### src/hw/rtl/pry_pkg.sv
// ----------------------------------------------------------------------------
// pry_pkg
// Types, constants and the quarter-wave sine table for the projection pipe.
// ----------------------------------------------------------------------------
package pry_pkg;

    localparam int unsigned NUM_DIV_CELLS = 7;

    // Configuration register indexes
    localparam logic [1:0] REG_Y_ANGLE      = 2'd0;
    localparam logic [1:0] REG_DEPTH_OFFSET = 2'd1;
    localparam logic [1:0] REG_CENTER_X     = 2'd2;
    localparam logic [1:0] REG_CENTER_Y     = 2'd3;

    localparam logic [9:0] DEPTH_OFFSET_RST = 10'd440;
    localparam logic [9:0] CENTER_X_RST     = 10'd160;
    localparam logic [8:0] CENTER_Y_RST     = 9'd128;

    localparam logic signed [11:0] DEPTH_MIN = 12'sd316;
    localparam logic signed [11:0] DEPTH_MAX = 12'sd562;
    localparam logic signed [9:0]  XR_MAX    = 10'sd140;
    localparam logic signed [9:0]  XR_MIN    = -10'sd140;

    // Sine, first quadrant, unsigned 1.8 fixed point
    localparam logic [8:0] SINE_QUARTER [0:64] = '{
        9'd0,   9'd6,   9'd13,  9'd19,  9'd25,  9'd31,  9'd38,  9'd44,  9'd50,
        9'd56,  9'd62,  9'd68,  9'd74,  9'd80,  9'd86,  9'd92,  9'd98,  9'd104,
        9'd109, 9'd115, 9'd121, 9'd126, 9'd132, 9'd137, 9'd142, 9'd147, 9'd152,
        9'd157, 9'd162, 9'd167, 9'd172, 9'd177, 9'd181, 9'd185, 9'd190, 9'd194,
        9'd198, 9'd202, 9'd206, 9'd209, 9'd213, 9'd216, 9'd220, 9'd223, 9'd226,
        9'd229, 9'd231, 9'd234, 9'd237, 9'd239, 9'd241, 9'd243, 9'd245, 9'd247,
        9'd248, 9'd250, 9'd251, 9'd252, 9'd253, 9'd254, 9'd255, 9'd255, 9'd256,
        9'd256, 9'd256
    };

    // One divider lane: partial remainder, numerator bits still to shift in,
    // quotient bits so far, and the flags that decide saturation.
    typedef struct packed {
        logic [10:0] rem;
        logic [6:0]  bits;
        logic [6:0]  quo;
        logic        ovf;
        logic        zero;
        logic        neg;
    } lane_t;

    typedef struct packed {
        lane_t       lx;
        lane_t       ly;
        logic [10:0] den;
        logic        in_range;
    } div_data_t;

    function automatic logic signed [9:0] sine8(input logic [7:0] angle);
        logic [5:0] step;
        logic [6:0] idx;
        logic [8:0] mag;
        step = angle[5:0];
        idx  = angle[6] ? 7'(7'd64 - {1'b0, step}) : {1'b0, step};
        mag  = SINE_QUARTER[idx];
        return angle[7] ? -$signed({1'b0, mag}) : $signed({1'b0, mag});
    endfunction

endpackage

### src/hw/rtl/point_rotate_y_project.sv
// ----------------------------------------------------------------------------
// point_rotate_y_project
// Rotates a signed 8-bit point about Y and projects it to screen coordinates.
// ----------------------------------------------------------------------------
//  channel   dir  ports                       contents
//  s_axis    in   s_tvalid/s_tready/s_tdata   point_x, point_y, point_z
//  m_axis    out  m_tvalid/m_tready/m_tdata   screen_x, screen_y
//                 m_tuser                     in_range
//  cfg       in   cfg_wr_en/cfg_addr/cfg_wdata register writes
//
//  One point per cycle sustained while m_tready is high. Stages: three front
//  stages (products, depth and numerators, divider setup), seven division
//  cells resolving one quotient bit each, and the output register.
//  Reset (aresetn low, synchronous) empties the pipe and loads register
//  defaults. A stall on m_tready fills empty stages first and reaches
//  s_tready only once every stage holds a point.
// ----------------------------------------------------------------------------
module point_rotate_y_project import pry_pkg::*; (
    input  logic        aclk,
    input  logic        aresetn,
    input  logic        s_tvalid,
    output logic        s_tready,
    input  logic [23:0] s_tdata,   // point_x[7:0], point_y[15:8], point_z[23:16]
    output logic        m_tvalid,
    input  logic        m_tready,
    output logic [23:0] m_tdata,   // screen_x[11:0], screen_y[22:12], zero[23]
    output logic [0:0]  m_tuser,   // in_range[0]
    input  logic        cfg_wr_en,
    input  logic [1:0]  cfg_addr,
    input  logic [9:0]  cfg_wdata
);

    logic [7:0] y_angle_reg;
    logic [9:0] depth_offset_reg;
    logic [9:0] center_x_reg;
    logic [8:0] center_y_reg;

    always_ff @(posedge aclk) begin
        if (!aresetn) begin
            y_angle_reg      <= '0;
            depth_offset_reg <= DEPTH_OFFSET_RST;
            center_x_reg     <= CENTER_X_RST;
            center_y_reg     <= CENTER_Y_RST;
        end else if (cfg_wr_en) begin
            unique case (cfg_addr)
                REG_Y_ANGLE:      y_angle_reg      <= cfg_wdata[7:0];
                REG_DEPTH_OFFSET: depth_offset_reg <= cfg_wdata;
                REG_CENTER_X:     center_x_reg     <= cfg_wdata;
                REG_CENTER_Y:     center_y_reg     <= cfg_wdata[8:0];
                default: ;
            endcase
        end
    end

    logic      chain_valid [NUM_DIV_CELLS+1];
    logic      chain_ready [NUM_DIV_CELLS+1];
    div_data_t chain_data  [NUM_DIV_CELLS+1];

    pry_front u_front (
        .aclk         (aclk),
        .aresetn      (aresetn),
        .y_angle      (y_angle_reg),
        .depth_offset (depth_offset_reg),
        .in_valid     (s_tvalid),
        .in_ready     (s_tready),
        .in_x         ($signed(s_tdata[7:0])),
        .in_y         ($signed(s_tdata[15:8])),
        .in_z         ($signed(s_tdata[23:16])),
        .out_valid    (chain_valid[0]),
        .out_ready    (chain_ready[0]),
        .out_data     (chain_data[0])
    );

    for (genvar i = 0; i < NUM_DIV_CELLS; i++) begin : g_cell
        pry_div_cell u_cell (
            .aclk      (aclk),
            .aresetn   (aresetn),
            .in_valid  (chain_valid[i]),
            .in_ready  (chain_ready[i]),
            .in_data   (chain_data[i]),
            .out_valid (chain_valid[i+1]),
            .out_ready (chain_ready[i+1]),
            .out_data  (chain_data[i+1])
        );
    end

    // Output stage: saturate, apply sign, add screen centre
    logic        m_valid_reg;
    logic [11:0] screen_x_reg, screen_x_next;
    logic [10:0] screen_y_reg, screen_y_next;
    logic        in_range_reg;
    logic        out_adv;
    logic [7:0]  qx, qy;
    div_data_t   fin;

    function automatic logic [7:0] finish_quo(input lane_t ln);
        logic [7:0] q;
        if (ln.zero) begin
            q = 8'h00;
        end else if (ln.ovf) begin
            q = ln.neg ? 8'h80 : 8'h7F;
        end else begin
            q = ln.neg ? 8'(-{1'b0, ln.quo}) : {1'b0, ln.quo};
        end
        return q;
    endfunction

    assign fin     = chain_data[NUM_DIV_CELLS];
    assign out_adv = !m_valid_reg || m_tready;
    assign chain_ready[NUM_DIV_CELLS] = out_adv;

    always_comb begin
        qx            = finish_quo(fin.lx);
        qy            = finish_quo(fin.ly);
        screen_x_next = {2'b00, center_x_reg} + {{4{qx[7]}}, qx};
        screen_y_next = {2'b00, center_y_reg} + {{3{qy[7]}}, qy};
    end

    always_ff @(posedge aclk) begin
        if (!aresetn) begin
            m_valid_reg <= 1'b0;
        end else if (out_adv) begin
            m_valid_reg  <= chain_valid[NUM_DIV_CELLS];
            screen_x_reg <= screen_x_next;
            screen_y_reg <= screen_y_next;
            in_range_reg <= fin.in_range;
        end
    end

    assign m_tvalid   = m_valid_reg;
    assign m_tdata    = {1'b0, screen_y_reg, screen_x_reg};
    assign m_tuser[0] = in_range_reg;

endmodule

### src/hw/rtl/pry_front.sv
// ----------------------------------------------------------------------------
// pry_front
// Rotation about Y, depth offset, numerator scaling and divider setup.
// ----------------------------------------------------------------------------
module pry_front import pry_pkg::*; (
    input  logic             aclk,
    input  logic             aresetn,
    input  logic [7:0]       y_angle,
    input  logic [9:0]       depth_offset,
    input  logic             in_valid,
    output logic             in_ready,
    input  logic signed [7:0] in_x,
    input  logic signed [7:0] in_y,
    input  logic signed [7:0] in_z,
    output logic             out_valid,
    input  logic             out_ready,
    output div_data_t        out_data
);

    // Stage A: rotated product terms
    logic                a_valid_reg;
    logic signed [8:0]   xc_reg, zs_reg, zc_reg, xs_reg;
    logic signed [7:0]   a_y_reg;
    // Stage B: numerators and depth
    logic                b_valid_reg;
    logic signed [17:0]  numx_reg, numy_reg;
    logic signed [11:0]  d_reg;
    logic                b_range_reg;
    // Stage C: divider setup
    logic                c_valid_reg;
    div_data_t           c_data_reg;

    logic a_adv, b_adv, c_adv;

    logic signed [9:0]  sin_v, cos_v;
    logic signed [17:0] p_xc, p_zs, p_zc, p_xs;
    logic signed [9:0]  xr, zr;
    logic signed [11:0] d_next;
    logic signed [17:0] xe, ye, numx_next, numy_next;
    logic               range_next;
    logic [16:0]        nx_mag, ny_mag;
    logic [10:0]        d_mag;
    div_data_t          c_data_next;

    assign c_adv    = !c_valid_reg || out_ready;
    assign b_adv    = !b_valid_reg || c_adv;
    assign a_adv    = !a_valid_reg || b_adv;
    assign in_ready = a_adv;

    always_comb begin
        sin_v = sine8(y_angle);
        cos_v = sine8(8'(y_angle + 8'd64));
        p_xc  = in_x * cos_v;
        p_zs  = in_z * sin_v;
        p_zc  = in_z * cos_v;
        p_xs  = in_x * sin_v;
    end

    always_comb begin
        xr     = {xc_reg[8], xc_reg} + {zs_reg[8], zs_reg};
        zr     = {zc_reg[8], zc_reg} - {xs_reg[8], xs_reg};
        d_next = $signed({2'b00, depth_offset}) + {{2{zr[9]}}, zr};
        xe     = {{8{xr[9]}}, xr};
        ye     = {{10{a_y_reg[7]}}, a_y_reg};
        // times 400 = 256 + 128 + 16
        numx_next = (xe <<< 8) + (xe <<< 7) + (xe <<< 4);
        numy_next = (ye <<< 8) + (ye <<< 7) + (ye <<< 4);
        range_next = (d_next >= DEPTH_MIN) && (d_next <= DEPTH_MAX) &&
                     (xr >= XR_MIN) && (xr <= XR_MAX);
    end

    always_comb begin
        nx_mag = numx_reg[17] ? 17'(-numx_reg) : numx_reg[16:0];
        ny_mag = numy_reg[17] ? 17'(-numy_reg) : numy_reg[16:0];
        d_mag  = d_reg[11] ? 11'(-d_reg) : d_reg[10:0];

        // Quotient of 128 or more saturates; the cells resolve the low 7 bits.
        c_data_next.lx.rem  = {1'b0, nx_mag[16:7]};
        c_data_next.lx.bits = nx_mag[6:0];
        c_data_next.lx.quo  = '0;
        c_data_next.lx.ovf  = {1'b0, nx_mag[16:7]} >= d_mag;
        c_data_next.lx.zero = (nx_mag == '0);
        c_data_next.lx.neg  = numx_reg[17] ^ d_reg[11];

        c_data_next.ly.rem  = {1'b0, ny_mag[16:7]};
        c_data_next.ly.bits = ny_mag[6:0];
        c_data_next.ly.quo  = '0;
        c_data_next.ly.ovf  = {1'b0, ny_mag[16:7]} >= d_mag;
        c_data_next.ly.zero = (ny_mag == '0);
        c_data_next.ly.neg  = numy_reg[17] ^ d_reg[11];

        c_data_next.den      = d_mag;
        c_data_next.in_range = b_range_reg;
    end

    always_ff @(posedge aclk) begin
        if (!aresetn) begin
            a_valid_reg <= 1'b0;
            b_valid_reg <= 1'b0;
            c_valid_reg <= 1'b0;
        end else begin
            if (a_adv) begin
                a_valid_reg <= in_valid;
                xc_reg      <= p_xc[16:8];
                zs_reg      <= p_zs[16:8];
                zc_reg      <= p_zc[16:8];
                xs_reg      <= p_xs[16:8];
                a_y_reg     <= in_y;
            end
            if (b_adv) begin
                b_valid_reg <= a_valid_reg;
                numx_reg    <= numx_next;
                numy_reg    <= numy_next;
                d_reg       <= d_next;
                b_range_reg <= range_next;
            end
            if (c_adv) begin
                c_valid_reg <= b_valid_reg;
                c_data_reg  <= c_data_next;
            end
        end
    end

    assign out_valid = c_valid_reg;
    assign out_data  = c_data_reg;

endmodule

### src/hw/rtl/pry_div_cell.sv
// ----------------------------------------------------------------------------
// pry_div_cell
// One restoring-division step for both projection lanes, registered.
// ----------------------------------------------------------------------------
module pry_div_cell import pry_pkg::*; (
    input  logic      aclk,
    input  logic      aresetn,
    input  logic      in_valid,
    output logic      in_ready,
    input  div_data_t in_data,
    output logic      out_valid,
    input  logic      out_ready,
    output div_data_t out_data
);

    logic      valid_reg;
    div_data_t data_reg;
    div_data_t data_next;
    logic      adv;

    function automatic lane_t div_step(input lane_t ln, input logic [10:0] den);
        logic [11:0] sh;
        logic        ge;
        lane_t       res;
        sh  = {ln.rem, ln.bits[6]};
        ge  = sh >= {1'b0, den};
        res = ln;
        res.rem  = ge ? 11'(sh - {1'b0, den}) : sh[10:0];
        res.bits = {ln.bits[5:0], 1'b0};
        res.quo  = {ln.quo[5:0], ge};
        return res;
    endfunction

    assign adv      = !valid_reg || out_ready;
    assign in_ready = adv;

    always_comb begin
        data_next    = in_data;
        data_next.lx = div_step(in_data.lx, in_data.den);
        data_next.ly = div_step(in_data.ly, in_data.den);
    end

    always_ff @(posedge aclk) begin
        if (!aresetn) begin
            valid_reg <= 1'b0;
        end else if (adv) begin
            valid_reg <= in_valid;
            data_reg  <= data_next;
        end
    end

    assign out_valid = valid_reg;
    assign out_data  = data_reg;

endmodule

### config.mk
export PLATFORM = sky130hd
export DESIGN_NAME = point_rotate_y_project
export DESIGN_NICKNAME = d
export VERILOG_FILES = /design/src/hw/rtl/pry_pkg.sv /design/src/hw/rtl/point_rotate_y_project.sv /design/src/hw/rtl/pry_front.sv /design/src/hw/rtl/pry_div_cell.sv
export SDC_FILE = /design/constraint.sdc
export NUM_CORES = 2
export LEC_CHECK = 0
export BUFFER_PORTS_ARGS = -buffer_cell sky130_fd_sc_hd__buf_2
export CORE_MARGIN = 2
export CORE_UTILIZATION = 55
export CTS_BUF_LIST = sky130_fd_sc_hd__clkbuf_4
export DETAILED_ROUTE_END_ITERATION = 16
export GPL_ROUTABILITY_DRIVEN = 1
export PLACE_DENSITY = 0.78
export SYNTH_ARGS = -nofsm -noshare
export SYNTH_HDL_FRONTEND = slang
export SYNTH_HIERARCHICAL = 1
export SYNTH_SLANG_ARGS = --single-unit
### constraint.sdc
create_clock -name aclk -period 13.6 [get_ports aclk]
set_input_delay 2.72 -clock aclk [delete_from_list [all_inputs] [get_ports aclk]]
set_output_delay 2.72 -clock aclk [all_outputs]
set_load 0.1 [all_outputs]
==> flow_summary.yaml <==
global_routing:
  grt_pass1_vias: 30800
  grt_pass1_wl_mm: 154
  grt_max_degree: 60
  grt_use_total_pct: 23.0
  antenna_found_initial: 2
  grt-ovfl-total: 0
place:
  io_buffers: 66
  gp_routability_congestion: 0.922
  place_hpwl_mm: 71.2
  postPlaceCellArea_um2: 45800
  dp.cells: 5228
sta:
  hold_violations: 0
  setup_violations: 0
  skew_ns: 0.0945
  rsz0062_at_grt: "false"
  fin_crit_ns: 10.88
  slew_headroom_pct: 22.5
  tns_ns: 0
  period_share_pct: 80.0
  worst_slew_pin_slew_ns: 1.16
  drv_slew: 0
  max_clock_freq_mhz: 92.0
die:
  rows: 104
  die_w_um: 289
  dieHeight_um: 289
  ios: 68
  initial_core_util_pct: 55.4
  die_area_um2: 83300
  core_area_um2: 80400
logic_synthesis:
  syn_area_per_cell_um2: 10.6
  syn_inst: 4201
  yosysWarnings: 6
  syn_area_um2: 44600
final_layout:
  seq_area_um2: 15900
  final_common_cell: "inv_1"
  fillers: 6545
  layout-area-overhead-vs-synth_pct: 6.60
  final_cell_mix: "inv_1, edfxtp_1, ha_1, fa_1, nand2_1"
  num-nets-final: 5019
  multi_input_area_um2: 25700
  design_area_um2: 47500
  layout.cells.non_filler: 5472
  largest_register_ffs: 345
  drive_gt1_share_pct: 10.7
setup_path:
  slowest_delay_ns: 0.90
  crit_buf_inv: 8
  cpMostUsedCell: "inv_1"
  cp_top_family: "adder cells"
  end_kind: "register"
  worst_setup_path_start_kind: "register"
  crit_arrival_ns: 11.56
  critPathKind: "reg -> reg"
  required_ns: 14.28
  slowest_stage: "a21oi_1"
  cp_max_fo: 34
run_status:
  status: "completed"
route:
  initialDrtViolationCount: 1813
  drc: 0
  routed_wl_mm: 93.1
  wl_per_cell_um: 17.0
  ant_nets: 0
  drt_first_pass_iters: 6
  vias_per_cell: 5.59
  via_count: 30600
clocking:
  cts.reportedPaths.clkPinSlew_ns: 0.07
  hold_buffers: 0
  post_cts_resized: 0
  clk_latency_ns: 0.98
  cts.sinks: 545
  cts-root-buf: "clkbuf_4"
  cts-buffers-inserted: 134
  post_cts_buffers: 0
  cts_tree: "built"
  htreeDepth: 4
  ctsLongestPathBuffers: 3
pwr:
  power_density_nw_per_um2: 248
  ir_drop_uv: 412
  p_leak_nw: 20.8
hold_path:
  min_path_type: "reg -> reg"
run:
  maxCapViolCount: 0
power breakdown:
part           total (mW)  switching (mW)  internal, mW
Sequential           3.07           0.293          2.78
Clock                1.34           0.655         0.685
Combinational        7.38            4.13          3.26
final timing paths:
check                                                endpoint  cells after the start                           from  slack [ns]
worst max-delay path                        u_front/zc_reg[8]                     33                 y_angle_reg[0]        2.72
worst min-delay path            g_cell[1].u_cell/out_data[56]                      0  g_cell[0].u_cell/out_data[55]        0.39
worst max register to register              u_front/zc_reg[8]                     33                 y_angle_reg[0]        2.72
worst min register to register  g_cell[1].u_cell/out_data[56]                      0  g_cell[0].u_cell/out_data[55]        0.39
layer usage:
layer	vias to the layer above	share of wire (%)	track usage [%]
li1	14800	-	-
met5	-	0	0
met3	147	6.4	4.12
met4	0	2.5	8.23
met2	908	47	36.9
met1	14800	45	31.3
stage by stage:
step                      hold WS, ns  power, mW  utilization (%)  worst slack [ns]
after floorplan                 0.400       8.79                -              4.80
after global placement          0.400       10.1             56.9              3.38
after detailed placement        0.405       10.4             56.9              3.07
after CTS                       0.389       11.8             59.1              2.98
after global routing            0.403       12.9             59.1              2.05
final                           0.395       11.8             59.1              2.72
cell type report:
type,instances,area share [%]
multi-input cells,2905,54.1
flip-flops and latches,545,33.4
inverters,620,4.90
clock buffers,195,3.08
well taps,1060,2.79
repair buffers,98,1.20
clock inverters,45,0.521
diodes,4,0.0211
Note: power is estimated with default switching activity, not from simulation.
